**config.mk**
```make
export PLATFORM = sky130hd
export DESIGN_NAME = delimiter_or_length_deframer_flat
export DESIGN_NICKNAME = d
export VERILOG_FILES = /design/src/rtl/dold_pkg.sv /design/src/rtl/dold_if.sv /design/src/rtl/dold_cfg_regs.sv /design/src/rtl/dold_frame_core.sv /design/src/rtl/delimiter_or_length_deframer.sv /design/src/flat_wrapper.sv
export SDC_FILE = /design/constraint.sdc
export NUM_CORES = 1
export LEC_CHECK = 0
export ABC_AREA = 1
export BUFFER_PORTS_ARGS = -buffer_cell sky130_fd_sc_hd__buf_2
export CAP_MARGIN = 0
export CORE_MARGIN = 4
export CORE_UTILIZATION = 42
export CTS_BUF_LIST = sky130_fd_sc_hd__clkbuf_8
export DETAILED_ROUTE_END_ITERATION = 10
export PLACE_DENSITY = 0.64
export SLEW_MARGIN = 5
export SYNTH_ARGS = -nofsm -noshare
export SYNTH_HDL_FRONTEND = slang
export SYNTH_HIERARCHICAL = 1
export SYNTH_SLANG_ARGS = --single-unit
```
**constraint.sdc**
```tcl
create_clock -name clk -period 3.55 [get_ports clk]
set_input_delay 0.8875 -clock clk [delete_from_list [all_inputs] [get_ports clk]]
set_output_delay 0.8875 -clock clk [all_outputs]
set_load 0.005 [all_outputs]
```
**src/rtl/dold_pkg.sv**
```systemverilog
// Package: shared types and constants for the delimiter-or-length deframer.
package dold_pkg;

    localparam int BYTE_W    = 8;
    localparam int COUNT_W   = 16;
    localparam int DELIM_W   = 64;
    localparam int DLEN_W    = 4;
    localparam int MODE_W    = 2;
    localparam int STATUS_W  = 2;
    localparam int CFG_IDX_W = 3;

    // Framing modes
    localparam logic [MODE_W-1:0] MODE_OFF   = 2'd0;
    localparam logic [MODE_W-1:0] MODE_COUNT = 2'd1;
    localparam logic [MODE_W-1:0] MODE_DELIM = 2'd2;

    // Result status codes
    localparam logic [STATUS_W-1:0] ST_OK   = 2'd0;
    localparam logic [STATUS_W-1:0] ST_FULL = 2'd1;
    localparam logic [STATUS_W-1:0] ST_OFF  = 2'd2;

    // Configuration register indexes
    localparam logic [CFG_IDX_W-1:0] REG_FRAMING_MODE     = 3'd0;
    localparam logic [CFG_IDX_W-1:0] REG_TARGET_COUNT     = 3'd1;
    localparam logic [CFG_IDX_W-1:0] REG_DELIMITER_BYTES  = 3'd2;
    localparam logic [CFG_IDX_W-1:0] REG_DELIMITER_LENGTH = 3'd3;
    localparam logic [CFG_IDX_W-1:0] REG_FRAME_CAPACITY   = 3'd4;

    typedef struct packed {
        logic [MODE_W-1:0]  framing_mode;
        logic [COUNT_W-1:0] target_count;
        logic [DELIM_W-1:0] delimiter_bytes;
        logic [DLEN_W-1:0]  delimiter_length;
        logic [COUNT_W-1:0] frame_capacity;
    } cfg_t;

    typedef struct packed {
        logic [BYTE_W-1:0]   byte_out;
        logic [STATUS_W-1:0] status;
        logic                frame_end;
        logic [COUNT_W-1:0]  frame_bytes;
    } result_t;

endpackage

```
**src/rtl/dold_if.sv**
```systemverilog
// Interfaces: byte input channel and result channel with valid/ready handshake.
interface dold_in_if;
    import dold_pkg::*;

    logic              valid;
    logic              ready;
    logic [BYTE_W-1:0] data_byte;

    modport source (output valid, output data_byte, input ready);
    modport sink   (input valid, input data_byte, output ready);
endinterface

interface dold_out_if;
    import dold_pkg::*;

    logic                valid;
    logic                ready;
    logic [BYTE_W-1:0]   byte_out;
    logic [STATUS_W-1:0] status;
    logic                frame_end;
    logic [COUNT_W-1:0]  frame_bytes;

    modport source (output valid, output byte_out, output status, output frame_end,
                    output frame_bytes, input ready);
    modport sink   (input valid, input byte_out, input status, input frame_end,
                    input frame_bytes, output ready);
endinterface

```
**src/rtl/dold_cfg_regs.sv**
```systemverilog
// Configuration register file with write-only access.
module dold_cfg_regs (
    input  logic                             clk,
    input  logic                             rst_n,
    input  logic                             cfg_wr_en,
    input  logic [dold_pkg::CFG_IDX_W-1:0]   cfg_index,
    input  logic [dold_pkg::DELIM_W-1:0]     cfg_wdata,
    output dold_pkg::cfg_t                   cfg
);
    import dold_pkg::*;

    cfg_t cfg_reg;

    always_ff @(posedge clk or negedge rst_n)
    begin
        if (!rst_n)
        begin
            cfg_reg.framing_mode     <= MODE_OFF;
            cfg_reg.target_count     <= COUNT_W'(1);
            cfg_reg.delimiter_bytes  <= '0;
            cfg_reg.delimiter_length <= DLEN_W'(1);
            cfg_reg.frame_capacity   <= '1;
        end
        else if (cfg_wr_en)
        begin
            unique case (cfg_index)
                REG_FRAMING_MODE:     cfg_reg.framing_mode     <= cfg_wdata[MODE_W-1:0];
                REG_TARGET_COUNT:     cfg_reg.target_count     <= cfg_wdata[COUNT_W-1:0];
                REG_DELIMITER_BYTES:  cfg_reg.delimiter_bytes  <= cfg_wdata;
                REG_DELIMITER_LENGTH: cfg_reg.delimiter_length <= cfg_wdata[DLEN_W-1:0];
                REG_FRAME_CAPACITY:   cfg_reg.frame_capacity   <= cfg_wdata[COUNT_W-1:0];
                default:              cfg_reg <= cfg_reg;
            endcase
        end
    end

    assign cfg = cfg_reg;

endmodule

```
**src/rtl/dold_frame_core.sv**
```systemverilog
// Frame state (fill count, recent-byte window) and per-byte evaluation.
module dold_frame_core #(
    parameter int MAX_DELIM_BYTES = 8
) (
    input  logic                         clk,
    input  logic                         rst_n,
    input  dold_pkg::cfg_t               cfg,
    input  logic                         step,
    input  logic [dold_pkg::BYTE_W-1:0]  data_byte,
    output dold_pkg::result_t            res
);
    import dold_pkg::*;

    localparam int WIN_W = BYTE_W * MAX_DELIM_BYTES;
    localparam logic [DLEN_W-1:0] MAX_N = DLEN_W'(MAX_DELIM_BYTES);

    logic [COUNT_W-1:0]      fill_reg;
    logic [COUNT_W-1:0]      fill_next;
    logic [WIN_W-1:0]        window_reg;
    logic [WIN_W-1:0]        window_next;
    logic [COUNT_W-1:0]      fill_inc;
    logic [WIN_W+BYTE_W-1:0] win_shift;
    logic [WIN_W-1:0]        win_new;
    logic [DLEN_W-1:0]       n_cmp;
    logic                    delim_hit;
    logic                    take;

    always_comb
    begin
        fill_inc  = fill_reg + COUNT_W'(1);
        win_shift = {window_reg, data_byte};
        win_new   = win_shift[WIN_W-1:0];

        // clamp compare length to 1..MAX_DELIM_BYTES
        if (cfg.delimiter_length == '0)
            n_cmp = DLEN_W'(1);
        else if (cfg.delimiter_length > MAX_N)
            n_cmp = MAX_N;
        else
            n_cmp = cfg.delimiter_length;

        // lanes beyond the compare length always pass
        delim_hit = 1'b1;
        for (int k = 0; k < MAX_DELIM_BYTES; k++)
        begin
            if (DLEN_W'(k) < n_cmp &&
                win_new[BYTE_W*k +: BYTE_W] != cfg.delimiter_bytes[BYTE_W*k +: BYTE_W])
                delim_hit = 1'b0;
        end

        res.byte_out    = data_byte;
        res.status      = ST_OK;
        res.frame_end   = 1'b0;
        res.frame_bytes = fill_reg;
        take            = 1'b0;

        if (cfg.framing_mode != MODE_COUNT && cfg.framing_mode != MODE_DELIM)
            res.status = ST_OFF;
        else if (fill_reg >= cfg.frame_capacity)
            res.status = ST_FULL;
        else
        begin
            take            = 1'b1;
            res.frame_bytes = fill_inc;
            if (cfg.framing_mode == MODE_COUNT)
                res.frame_end = (fill_inc >= cfg.target_count);
            else
                res.frame_end = (fill_inc >= COUNT_W'(n_cmp)) && delim_hit;
        end

        fill_next   = fill_reg;
        window_next = window_reg;
        if (step && take)
        begin
            if (res.frame_end)
            begin
                fill_next   = '0;
                window_next = '0;
            end
            else
            begin
                fill_next   = fill_inc;
                window_next = win_new;
            end
        end
    end

    always_ff @(posedge clk or negedge rst_n)
    begin
        if (!rst_n)
        begin
            fill_reg   <= '0;
            window_reg <= '0;
        end
        else
        begin
            fill_reg   <= fill_next;
            window_reg <= window_next;
        end
    end

endmodule

```
**src/rtl/delimiter_or_length_deframer.sv**
```systemverilog
// Top level: byte-stream deframer, count or delimiter framing, one byte per clock.
// Path from input accept to result valid: input register -> result register.
// Throughput: one word per clock while the result side keeps up; the delimiter compare across all lanes is parallel.
// Back-pressure only stalls when both input and result registers hold words.
// Reset (rst_n, async, active low): registers return to defaults, frame empty,
// both pipeline registers empty.
module delimiter_or_length_deframer #(
    parameter int MAX_DELIM_BYTES = 8
) (
    input  logic                            clk,
    input  logic                            rst_n,
    dold_in_if.sink                         stream,
    dold_out_if.source                      result,
    input  logic                            cfg_wr_en,
    input  logic [dold_pkg::CFG_IDX_W-1:0]  cfg_index,
    input  logic [dold_pkg::DELIM_W-1:0]    cfg_wdata
);
    import dold_pkg::*;

    cfg_t               cfg;
    result_t            core_res;
    result_t            res_reg;
    logic               res_valid_reg;
    logic               in_valid_reg;
    logic [BYTE_W-1:0]  in_byte_reg;
    logic               in_take;
    logic               advance;

    // Word moves from input register to result register when the result slot
    // is free or drains in the same cycle; frame state updates on that move.
    assign advance      = in_valid_reg && (!res_valid_reg || result.ready);
    assign stream.ready = !in_valid_reg || advance;
    assign in_take      = stream.valid && stream.ready;

    dold_cfg_regs u_cfg (
        .clk       (clk),
        .rst_n     (rst_n),
        .cfg_wr_en (cfg_wr_en),
        .cfg_index (cfg_index),
        .cfg_wdata (cfg_wdata),
        .cfg       (cfg)
    );

    dold_frame_core #(
        .MAX_DELIM_BYTES (MAX_DELIM_BYTES)
    ) u_core (
        .clk       (clk),
        .rst_n     (rst_n),
        .cfg       (cfg),
        .step      (advance),
        .data_byte (in_byte_reg),
        .res       (core_res)
    );

    // input register
    always_ff @(posedge clk or negedge rst_n)
    begin
        if (!rst_n)
            in_valid_reg <= 1'b0;
        else if (in_take)
            in_valid_reg <= 1'b1;
        else if (advance)
            in_valid_reg <= 1'b0;
    end

    always_ff @(posedge clk)
    begin
        if (in_take)
            in_byte_reg <= stream.data_byte;
    end

    // result register
    always_ff @(posedge clk or negedge rst_n)
    begin
        if (!rst_n)
            res_valid_reg <= 1'b0;
        else if (advance)
            res_valid_reg <= 1'b1;
        else if (result.ready)
            res_valid_reg <= 1'b0;
    end

    always_ff @(posedge clk)
    begin
        if (advance)
            res_reg <= core_res;
    end

    assign result.valid       = res_valid_reg;
    assign result.byte_out    = res_reg.byte_out;
    assign result.status      = res_reg.status;
    assign result.frame_end   = res_reg.frame_end;
    assign result.frame_bytes = res_reg.frame_bytes;

    // A frame end only comes with an accepted byte and a nonzero length.
    a_end_accepted: assert property (@(posedge clk) disable iff (!rst_n)
        (res_valid_reg && res_reg.frame_end) |->
            (res_reg.status == ST_OK && res_reg.frame_bytes != '0))
        else $error("frame end on rejected byte or empty frame");

    // A held input word stays put until it moves on.
    a_in_hold: assert property (@(posedge clk) disable iff (!rst_n)
        (in_valid_reg && !advance) |=> (in_valid_reg && $stable(in_byte_reg)))
        else $error("input register lost or changed a stalled word");

    // A move lands the echoed byte in the result register.
    a_echo: assert property (@(posedge clk) disable iff (!rst_n)
        advance |=> (res_valid_reg && res_reg.byte_out == $past(in_byte_reg)))
        else $error("result register does not echo the moved byte");

endmodule

```
**src/flat_wrapper.sv**
```systemverilog
// flat-port wrapper written by rule: the top's interface ports become plain ports
module delimiter_or_length_deframer_flat import dold_pkg::*;
#(
    parameter int MAX_DELIM_BYTES = 8
)
  (clk, rst_n, cfg_wr_en, cfg_index, cfg_wdata, stream_valid, stream_data_byte, stream_ready, result_valid, result_byte_out, result_status, result_frame_end, result_frame_bytes, result_ready);
  dold_in_if stream_i ();
  dold_out_if result_i ();
  input  logic clk;
  input  logic rst_n;
  input  logic cfg_wr_en;
  input  logic [dold_pkg::CFG_IDX_W-1:0] cfg_index;
  input  logic [dold_pkg::DELIM_W-1:0] cfg_wdata;
  input wire logic [$bits(stream_i.valid)-1:0] stream_valid;
  input wire logic [$bits(stream_i.data_byte)-1:0] stream_data_byte;
  output wire logic [$bits(stream_i.ready)-1:0] stream_ready;
  output wire logic [$bits(result_i.valid)-1:0] result_valid;
  output wire logic [$bits(result_i.byte_out)-1:0] result_byte_out;
  output wire logic [$bits(result_i.status)-1:0] result_status;
  output wire logic [$bits(result_i.frame_end)-1:0] result_frame_end;
  output wire logic [$bits(result_i.frame_bytes)-1:0] result_frame_bytes;
  input wire logic [$bits(result_i.ready)-1:0] result_ready;
  assign stream_i.valid = stream_valid;
  assign stream_i.data_byte = stream_data_byte;
  assign stream_ready = stream_i.ready;
  assign result_valid = result_i.valid;
  assign result_byte_out = result_i.byte_out;
  assign result_status = result_i.status;
  assign result_frame_end = result_i.frame_end;
  assign result_frame_bytes = result_i.frame_bytes;
  assign result_i.ready = result_ready;
  delimiter_or_length_deframer #(.MAX_DELIM_BYTES(MAX_DELIM_BYTES)) u_core (.clk(clk), .rst_n(rst_n), .stream(stream_i), .result(result_i), .cfg_wr_en(cfg_wr_en), .cfg_index(cfg_index), .cfg_wdata(cfg_wdata));
endmodule
```
==> Word-level counts from Yosys, hierarchy flattened <==
Index checks and enable logic that the tools add are counted.
{ "totals": {"register_bits": 211, "inputBits": 80, "word_cells": 90} }
{ "op_classes": {"n_addsub": 1, "magnitude_cmp": 12, "eq_ne": 15, "muxes": 22, "n_reduce_logical": 26} }
{ "op_table": {"columns": ["cell", "count"], "rows": [
  ["8-bit != test", 8],
  ["56-bit two-way mux", 1],
  ["17-bit two-way mux", 2],
  ["16-bit greater-or-equal comparator", 2],
  ["16-bit by 1-bit adder with 16-bit output (second input constant)", 1],
  ["16-bit by 4-bit greater-or-equal comparator with 1-bit output", 1],
  ["3-bit by 4-bit less-than comparator with 1-bit output (first input constant)", 4],
  ["1-bit two-way mux", 16],
  ["16-bit two-way mux", 1],
  ["1-bit logical AND", 13],
  ["2-bit AND reduction", 5],
  ["1-bit by 4-bit less-than comparator with 1-bit output (first input constant)", 2],
  ["2-bit by 4-bit less-than comparator with 1-bit output (first input constant)", 2],
  ["4-bit two-way mux", 2],
  ["3-bit by 2-bit == test with 1-bit output (second input constant)", 2],
  ["4-bit > comparator (second input constant)", 1],
  ["4-bit logical NOT", 1],
  ["2-bit nonzero test", 2],
  ["3-bit by 1-bit == test with 1-bit output (second input constant)", 1],
  ["3-bit == test (second input constant)", 1],
  ["3-bit logical NOT", 1],
  ["2-bit by 1-bit == test with 1-bit output (second input constant)", 1],
  ["1-bit logical NOT", 2],
  ["1-bit logical OR", 2],
  ["2 further kinds", 2]
]} }

==> Logic depth before layout (Yosys ltp) <==
{ "logic_depth": {"ltp_word": 18, "depth_mapped": 21, "mapped_depth_nobuf": 20} }

==> Cells and area by module <==
The synthesis kept the hierarchy.
{ "modules_own_cells": {"columns": ["mod", "n_inst", "cells_each", "area_each_um2", "seq_area_each_um2"], "rows": [
  ["dold_frame_core", 1, 934, 5851.9, 1801.7],
  ["dold_cfg_regs", 1, 452, 4131.5, 2575.0],
  ["delimiter_or_length_deframer", 1, 47, 1146.1, 1101.1]
]} }

==> Least setup slack after synthesis <==
OpenSTA, ideal clock, no wires.
{ "synth_path": {"kind": "in2reg", "start": "input result_ready", "end": "register u_core.u_core.window_reg[35]", "t_arrival_ns": 3.446, "setup_slack_ns": 0.039, "cell_stages": 7, "path_cell_list": "inv_2 a21oi_1 nand2_1 inv_2 clkbuf_1 nand3_1 nand2_1"} }
{ "synth_between": {"elab_chain_cells": 3} }
{ "synth_rtl": {"columns": ["item", "line", "source"], "rows": [
  ["start, declared", "flat_wrapper.sv:22", "input wire logic [$bits(result_i.ready)-1:0] result_ready;"],
  ["1-bit logical OR", "delimiter_or_length_deframer.sv:31", "assign advance = in_valid_reg && (!res_valid_reg || result.ready);"],
  ["1-bit logical AND", "delimiter_or_length_deframer.sv:31", null],
  ["net u_core.advance", "delimiter_or_length_deframer.sv:27", "logic advance;"],
  ["1-bit logical AND", "dold_frame_core.sv:73", "if (step && take)"],
  ["end signal, assigned", "dold_frame_core.sv:98", "window_reg <= window_next;"],
  ["end, declared", "dold_frame_core.sv:19", "logic [WIN_W-1:0] window_reg;"]
]} }
The timed path passes the listed nets, and every way through them passes these cells.
A chain may end at the register's enable or synchronous reset.

==> Worst setup path after layout <==
{ "layout_path": {"start": "register u_core.u_core.fill_reg[1]", "end": "register u_core.u_core.window_reg[21]"} }
{ "layout_between": {"elab_chain_cells": 7} }
{ "layout_rtl": {"columns": ["item", "line", "source"], "rows": [
  ["start, declared", "dold_frame_core.sv:17", "logic [COUNT_W-1:0] fill_reg;"],
  ["start signal, assigned", "dold_frame_core.sv:97", "fill_reg <= fill_next;"],
  ["16-bit by 1-bit adder with 16-bit output", "dold_frame_core.sv:30", "fill_inc = fill_reg + COUNT_W'(1);"],
  ["16-bit by 4-bit greater-or-equal comparator with 1-bit output", "dold_frame_core.sv:68", "res.frame_end = (fill_inc >= COUNT_W'(n_cmp)) && delim_hit;"],
  ["1-bit logical AND", "dold_frame_core.sv:68", null],
  ["1-bit two-way mux", "dold_frame_core.sv:65", "if (cfg.framing_mode == MODE_COUNT)"],
  ["17-bit two-way mux", "dold_frame_core.sv:59", "else if (fill_reg >= cfg.frame_capacity)"],
  ["17-bit two-way mux", "dold_frame_core.sv:57", "if (cfg.framing_mode != MODE_COUNT && cfg.framing_mode != MODE_DELIM)"],
  ["56-bit two-way mux", "dold_frame_core.sv:75", "if (res.frame_end)"]
]} }
Several ways; a longest one is shown, not always the timed one.

==> report_table.html <==
<table>
<tr><th>Metric</th><th>Value</th></tr>
<tr><th colspan="2">Synthesis</th></tr>
<tr><td>Post-synthesis net count</td><td>1551</td></tr>
<tr><td>Average size of a mapped cell</td><td>7.767 sq um</td></tr>
<tr><td>Leading area contributor after synthesis</td><td>sky130_fd_sc_hd__dfrtp_1</td></tr>
<tr><td>Post-synthesis instance area</td><td>11130 sq um</td></tr>
<tr><td>Post-Synthesis Cells</td><td>1433</td></tr>
<tr><td>Synth Register Bits</td><td>211</td></tr>
<tr><td>Fraction of registers with async set/reset</td><td>83.41%</td></tr>
<tr><td>Post-synth EDFFs</td><td>35</td></tr>
<tr><td>Number of warnings reported in the yosys synthesis log</td><td>6</td></tr>
<tr><td>Most area-consuming cells after synthesis</td><td>sky130_fd_sc_hd__dfrtp_1 36%, sky130_fd_sc_hd__nand2_1 19%, sky130_fd_sc_hd__edfxtp_1 9.4%, sky130_fd_sc_hd__nand3_1 8.8%, sky130_fd_sc_hd__inv_1 5.4%</td></tr>
<tr><td>Seq/Total Area, Yosys</td><td>49.22%</td></tr>
<tr><td>Most used flip-flop cell after synthesis</td><td>sky130_fd_sc_hd__dfrtp_1</td></tr>
<tr><td>Count of cell types in the netlist</td><td>31</td></tr>
<tr><td>Area share of the leading cell type in the synthesized netlist</td><td>35.53%</td></tr>
<tr><th colspan="2">Drt</th></tr>
<tr><td>Overall via count from detail_route</td><td>9284</td></tr>
<tr><td>Routed wire per std cell</td><td>14.31 microns</td></tr>
<tr><td>Final ANT Viol Nets</td><td>0</td></tr>
<tr><td>Final wirelength</td><td>27.21 mm</td></tr>
<tr><td>Length of the first detailed-routing pass in iterations</td><td>5</td></tr>
<tr><td>Total DRC errors in the routed layout</td><td>0</td></tr>
<tr><td>DRC marker count from the first detailed-route iteration</td><td>596</td></tr>
<tr><td>Via-per-instance ratio</td><td>4.884</td></tr>
<tr><th colspan="2">Finish</th></tr>
<tr><td>Ratio of cells with drive above 1 in the final layout</td><td>14.81%</td></tr>
<tr><td>Fraction of the core area covered by cells at the end of the flow</td><td>49.00%</td></tr>
<tr><td>FF/Latch Area</td><td>5478 sq um</td></tr>
<tr><td>Nets</td><td>1655</td></tr>
<tr><td>Layout overhead on the synthesized area</td><td>14.73%</td></tr>
<tr><td>N_diodes</td><td>0</td></tr>
<tr><td>Fill cells</td><td>2573</td></tr>
<tr><td>Flip-flop count of the largest register, all copies and words added</td><td>102</td></tr>
<tr><td>Area occupied by multi-input gates</td><td>4642 sq um</td></tr>
<tr><th colspan="2">Timing</th></tr>
<tr><td>Setup TNS after final layout</td><td>0 ps</td></tr>
<tr><td>Fraction of the cycle the final worst path needs</td><td>85.48%</td></tr>
<tr><td>Max transition margin</td><td>53.37%</td></tr>
<tr><td>Fin. max-slew vios</td><td>0</td></tr>
<tr><td>Setup repair after global routing missed its margin</td><td>false</td></tr>
<tr><td>Final Setup Violations</td><td>0</td></tr>
<tr><td>Clock Skew</td><td>20.16 ps</td></tr>
<tr><td>Worst Tran Pin Value</td><td>699.4 ps</td></tr>
<tr><td>Hold Fails Final Rpt</td><td>0</td></tr>
<tr><td>Achievable frequency</td><td>329.5 MHz</td></tr>
<tr><td>Final critical path time including I/O delays and setup</td><td>3035 ps</td></tr>
<tr><th colspan="2">Critical path</th></tr>
<tr><td>Crit Reg-Reg Endpoint</td><td>u_core/u_core/window_reg[21]</td></tr>
<tr><td>Critical path required time</td><td>3970 ps</td></tr>
<tr><td>Arrival time reported for the critical path endpoint</td><td>3450 ps</td></tr>
<tr><td>Cell with the biggest individual delay on the critical path</td><td>sky130_fd_sc_hd__dfrtp_1</td></tr>
<tr><td>Ordered cell list for the critical path</td><td>ha_1, nand2_1, nor2_4, nand4_1, xor2_1, ha_1, nand2_1, inv_1, nand3_1, nor3_1, nand3_1, nand4_1, nand2_4, buf_4, nand3_1, nand2_1</td></tr>
<tr><td>Classification of the worst setup path</td><td>flip-flop to flip-flop</td></tr>
<tr><td>Top cell family by delay on the critical path</td><td>simple AND/OR/NAND/NOR gates</td></tr>
<tr><td>Worst reg2reg setup slack</td><td>520 ps</td></tr>
<tr><td>Worst path max stage delay</td><td>460 ps</td></tr>
<tr><td>Launch instance of the worst register-to-register path</td><td>u_core/u_core/fill_reg[1]</td></tr>
<tr><td>Startpoint kind of the worst setup timing path</td><td>flip-flop</td></tr>
<tr><td>Buffering stage count on the worst path with inverters included</td><td>2</td></tr>
<tr><td>Maximum fanout along the worst path</td><td>25</td></tr>
<tr><td>Count of cells along the worst register-to-register path</td><td>16</td></tr>
<tr><td>Crit end category</td><td>flip-flop</td></tr>
<tr><th colspan="2">Power</th></tr>
<tr><td>Combinational cell fraction of total power</td><td>25.2%</td></tr>
<tr><td>Leakage Power</td><td>6.921 nW</td></tr>
<tr><td>Fraction of power spent switching nets</td><td>34.87%</td></tr>
<tr><td>Internal power summed over all cells</td><td>0.005471 W</td></tr>
<tr><td>Clk pwr share</td><td>31.2%</td></tr>
<tr><td>Net load switching power</td><td>0.002929 W</td></tr>
<tr><td>Worst ir drop on vdd</td><td>0.3926 mV</td></tr>
<tr><td>Overall Power</td><td>0.008400 W</td></tr>
<tr><td>Seq pwr share</td><td>43.6%</td></tr>
<tr><td>Pwr/cell area</td><td>657.9 nW/um^2</td></tr>
<tr><th colspan="2">Die</th></tr>
<tr><td>Horizontal die dimension</td><td>170.8 microns</td></tr>
<tr><td>Count of boundary I/O pins</td><td>109</td></tr>
<tr><td>Die Ht</td><td>170.8 microns</td></tr>
<tr><td>Area of the placeable core</td><td>26060 sq um</td></tr>
<tr><td>Die Footprint</td><td>29170 sq um</td></tr>
<tr><td>Floorplan row count</td><td>59</td></tr>
<tr><td>Starting utilization of the core area</td><td>42.71%</td></tr>
<tr><th colspan="2">GRT</th></tr>
<tr><td>Total routing usage reported by global routing</td><td>18.78%</td></tr>
<tr><td>Maximum number of pins on one net before global-route repair</td><td>74</td></tr>
<tr><td>Global-route wire length before repair</td><td>44.44 mm</td></tr>
<tr><td>Vias in the first global route</td><td>8783</td></tr>
<tr><td>Initial antenna violation count</td><td>0</td></tr>
<tr><td>Total congestion overflow</td><td>0</td></tr>
<tr><th colspan="2">Placed design</th></tr>
<tr><td>Count of input and output buffers</td><td>108</td></tr>
<tr><td>DP HPWL</td><td>19.38 mm</td></tr>
<tr><td>RD Place Congestion</td><td>0.8943</td></tr>
<tr><th colspan="2">Status</th></tr>
<tr><td>Run status</td><td>finished, final reports clean</td></tr>
<tr><th colspan="2">Clock tree</th></tr>
<tr><td>CTS tree</td><td>done</td></tr>
<tr><td>Buffer cell driving the clock tree root</td><td>sky130_fd_sc_hd__clkbuf_8</td></tr>
<tr><td>Clock H-tree levels</td><td>2</td></tr>
<tr><td>CTS hold repair buffers</td><td>0</td></tr>
<tr><td>Clock net sink count</td><td>211</td></tr>
<tr><td>Number of buffers added by the clock tree synthesis step</td><td>39</td></tr>
<tr><td>Post-cts repair resize count</td><td>0</td></tr>
<tr><td>Clock transition at the register clock pins on the worst setup and hold paths after CTS</td><td>60 ps</td></tr>
<tr><td>Setup bufs post-CTS</td><td>0</td></tr>
<tr><td>Insertion delay of the later-clocked pin in the worst-skew pair</td><td>540 ps</td></tr>
<tr><td>Maximum number of buffers from clock root to sink</td><td>3</td></tr>
<tr><th colspan="2">Worst hold path</th></tr>
<tr><td>Worst min path class</td><td>input pin to asynchronous set/reset pin</td></tr>
<tr><th colspan="2">Flow run</th></tr>
<tr><td>Max-cap violations</td><td>0</td></tr>
</table>
## worst max-delay path by stage
| stage | from | end | slack, ps | cells past startpoint |
|---|---|---|---|---|
| final | u_core/u_core/fill_reg[1] | u_core/u_core/window_reg[21] | 520 | 16 |
| after global placement | u_core/u_core/fill_reg[0] | u_core/u_core/fill_reg[4] | 680 | 16 |
| after floorplan | result_ready | u_core/u_core/window_reg[35] | 40 | 7 |
| after CTS | u_core/u_core/fill_reg[1] | u_core/u_core/window_reg[21] | 510 | 16 |
| after detailed placement | u_core/u_core/fill_reg[0] | u_core/u_core/window_reg[10] | 520 | 16 |
| after global routing | u_core/u_core/fill_reg[1] | u_core/u_core/window_reg[34] | 200 | 16 |
## cell usage after synthesis (2+ instances only)
cell,n
sky130_fd_sc_hd__a21oi_1,22
sky130_fd_sc_hd__buf_1,3
sky130_fd_sc_hd__buf_2,17
sky130_fd_sc_hd__buf_4,14
sky130_fd_sc_hd__buf_6,14
sky130_fd_sc_hd__clkbuf_1,13
sky130_fd_sc_hd__dfrtp_1,158
sky130_fd_sc_hd__dfstp_2,18
sky130_fd_sc_hd__edfxtp_1,35
sky130_fd_sc_hd__ha_1,38
sky130_fd_sc_hd__inv_1,160
sky130_fd_sc_hd__inv_2,4
sky130_fd_sc_hd__nand2_1,578
sky130_fd_sc_hd__nand2_2,5
sky130_fd_sc_hd__nand3_1,195
sky130_fd_sc_hd__nand3b_1,2
sky130_fd_sc_hd__nand4_1,11
sky130_fd_sc_hd__nor2_1,81
sky130_fd_sc_hd__nor2_4,6
sky130_fd_sc_hd__nor3_1,3
sky130_fd_sc_hd__o211ai_1,2
sky130_fd_sc_hd__o21ai_0,18
sky130_fd_sc_hd__o21ai_1,2
sky130_fd_sc_hd__or2_2,6
sky130_fd_sc_hd__xnor2_1,15
sky130_fd_sc_hd__xor2_1,8
## metal layers
| metal | wire length (microns) | global-route usage, % | vias up | share of wire [%] |
|---|---|---|---|---|
| met2 | 12350 | 29.64 | 248 | 45 |
| met3 | 1594 | 3.189 | 40 | 5.9 |
| li1 | - | - | 4696 | - |
| met1 | 12780 | 26.88 | 4300 | 47 |
| met4 | 482 | 5.278 | 0 | 1.8 |
| met5 | 0 | 0 | - | 0 |
## through the flow
step / std cells / hold slack [ps] / instance area (sq um) / setup WS (ps)
floorplan: 1433 / 441.9 / 11130 / 38.51
CTS: 1901 / 369.0 / 12770 / 511.5
global route: 1901 / 403.6 / 12770 / 195.7
global placement: 1831 / 452.1 / 11880 / 682.9
finish: 1901 / 377.4 / 12770 / 515.4
detailed placement: 1831 / 452.4 / 11880 / 524.0
## placed cells by master, fill, tap and decap left out, drive strengths merged, types with 11 or more instances in the layout
cell,synthesis,layout
edfxtp,35,35
ha,38,38
nor2,88,88
a21oi,22,22
o21ai,20,20
nand4,11,11
clkbuf,13,45
dfstp,18,18
xnor2,15,15
nand2,584,584
buf,48,124
dfrtp,158,158
inv,164,172
nand3,196,196
## cells by family after synthesis
kind of cell             count (synthesis)  share of synthesized area, %
AO/OA/AOI/OAI                           45                         2.091
XOR/XNOR                                23                         1.810
adder cells (fa/ha/maj)                 38                         4.272
buffers and inverters                  225                         9.196
flip-flops                             211                         49.22
AND/OR/NAND/NOR                        891                         33.41
## layout make-up
class / count / area share (%)
Clock buffer: 45 / 4.851
Multi-Input combinational cell: 997 / 36.35
Timing Repair Buffer: 124 / 5.713
Inverter: 164 / 4.821
Sequential cell: 211 / 42.90
Tap cell: 335 / 3.283
Clock inverter: 25 / 2.077
## power groups by stage
stage | combinational (W) | sequential [W] | clock, W
floorplan | 0.00164 | 0.00349 | 0
global placement | 0.00206 | 0.00368 | 0
detailed placement | 0.00212 | 0.00370 | 0
CTS | 0.00213 | 0.00366 | 0.00270
global route | 0.00249 | 0.00374 | 0.00280
finish | 0.00212 | 0.00366 | 0.00262
Power figures use the tool's default switching activity.
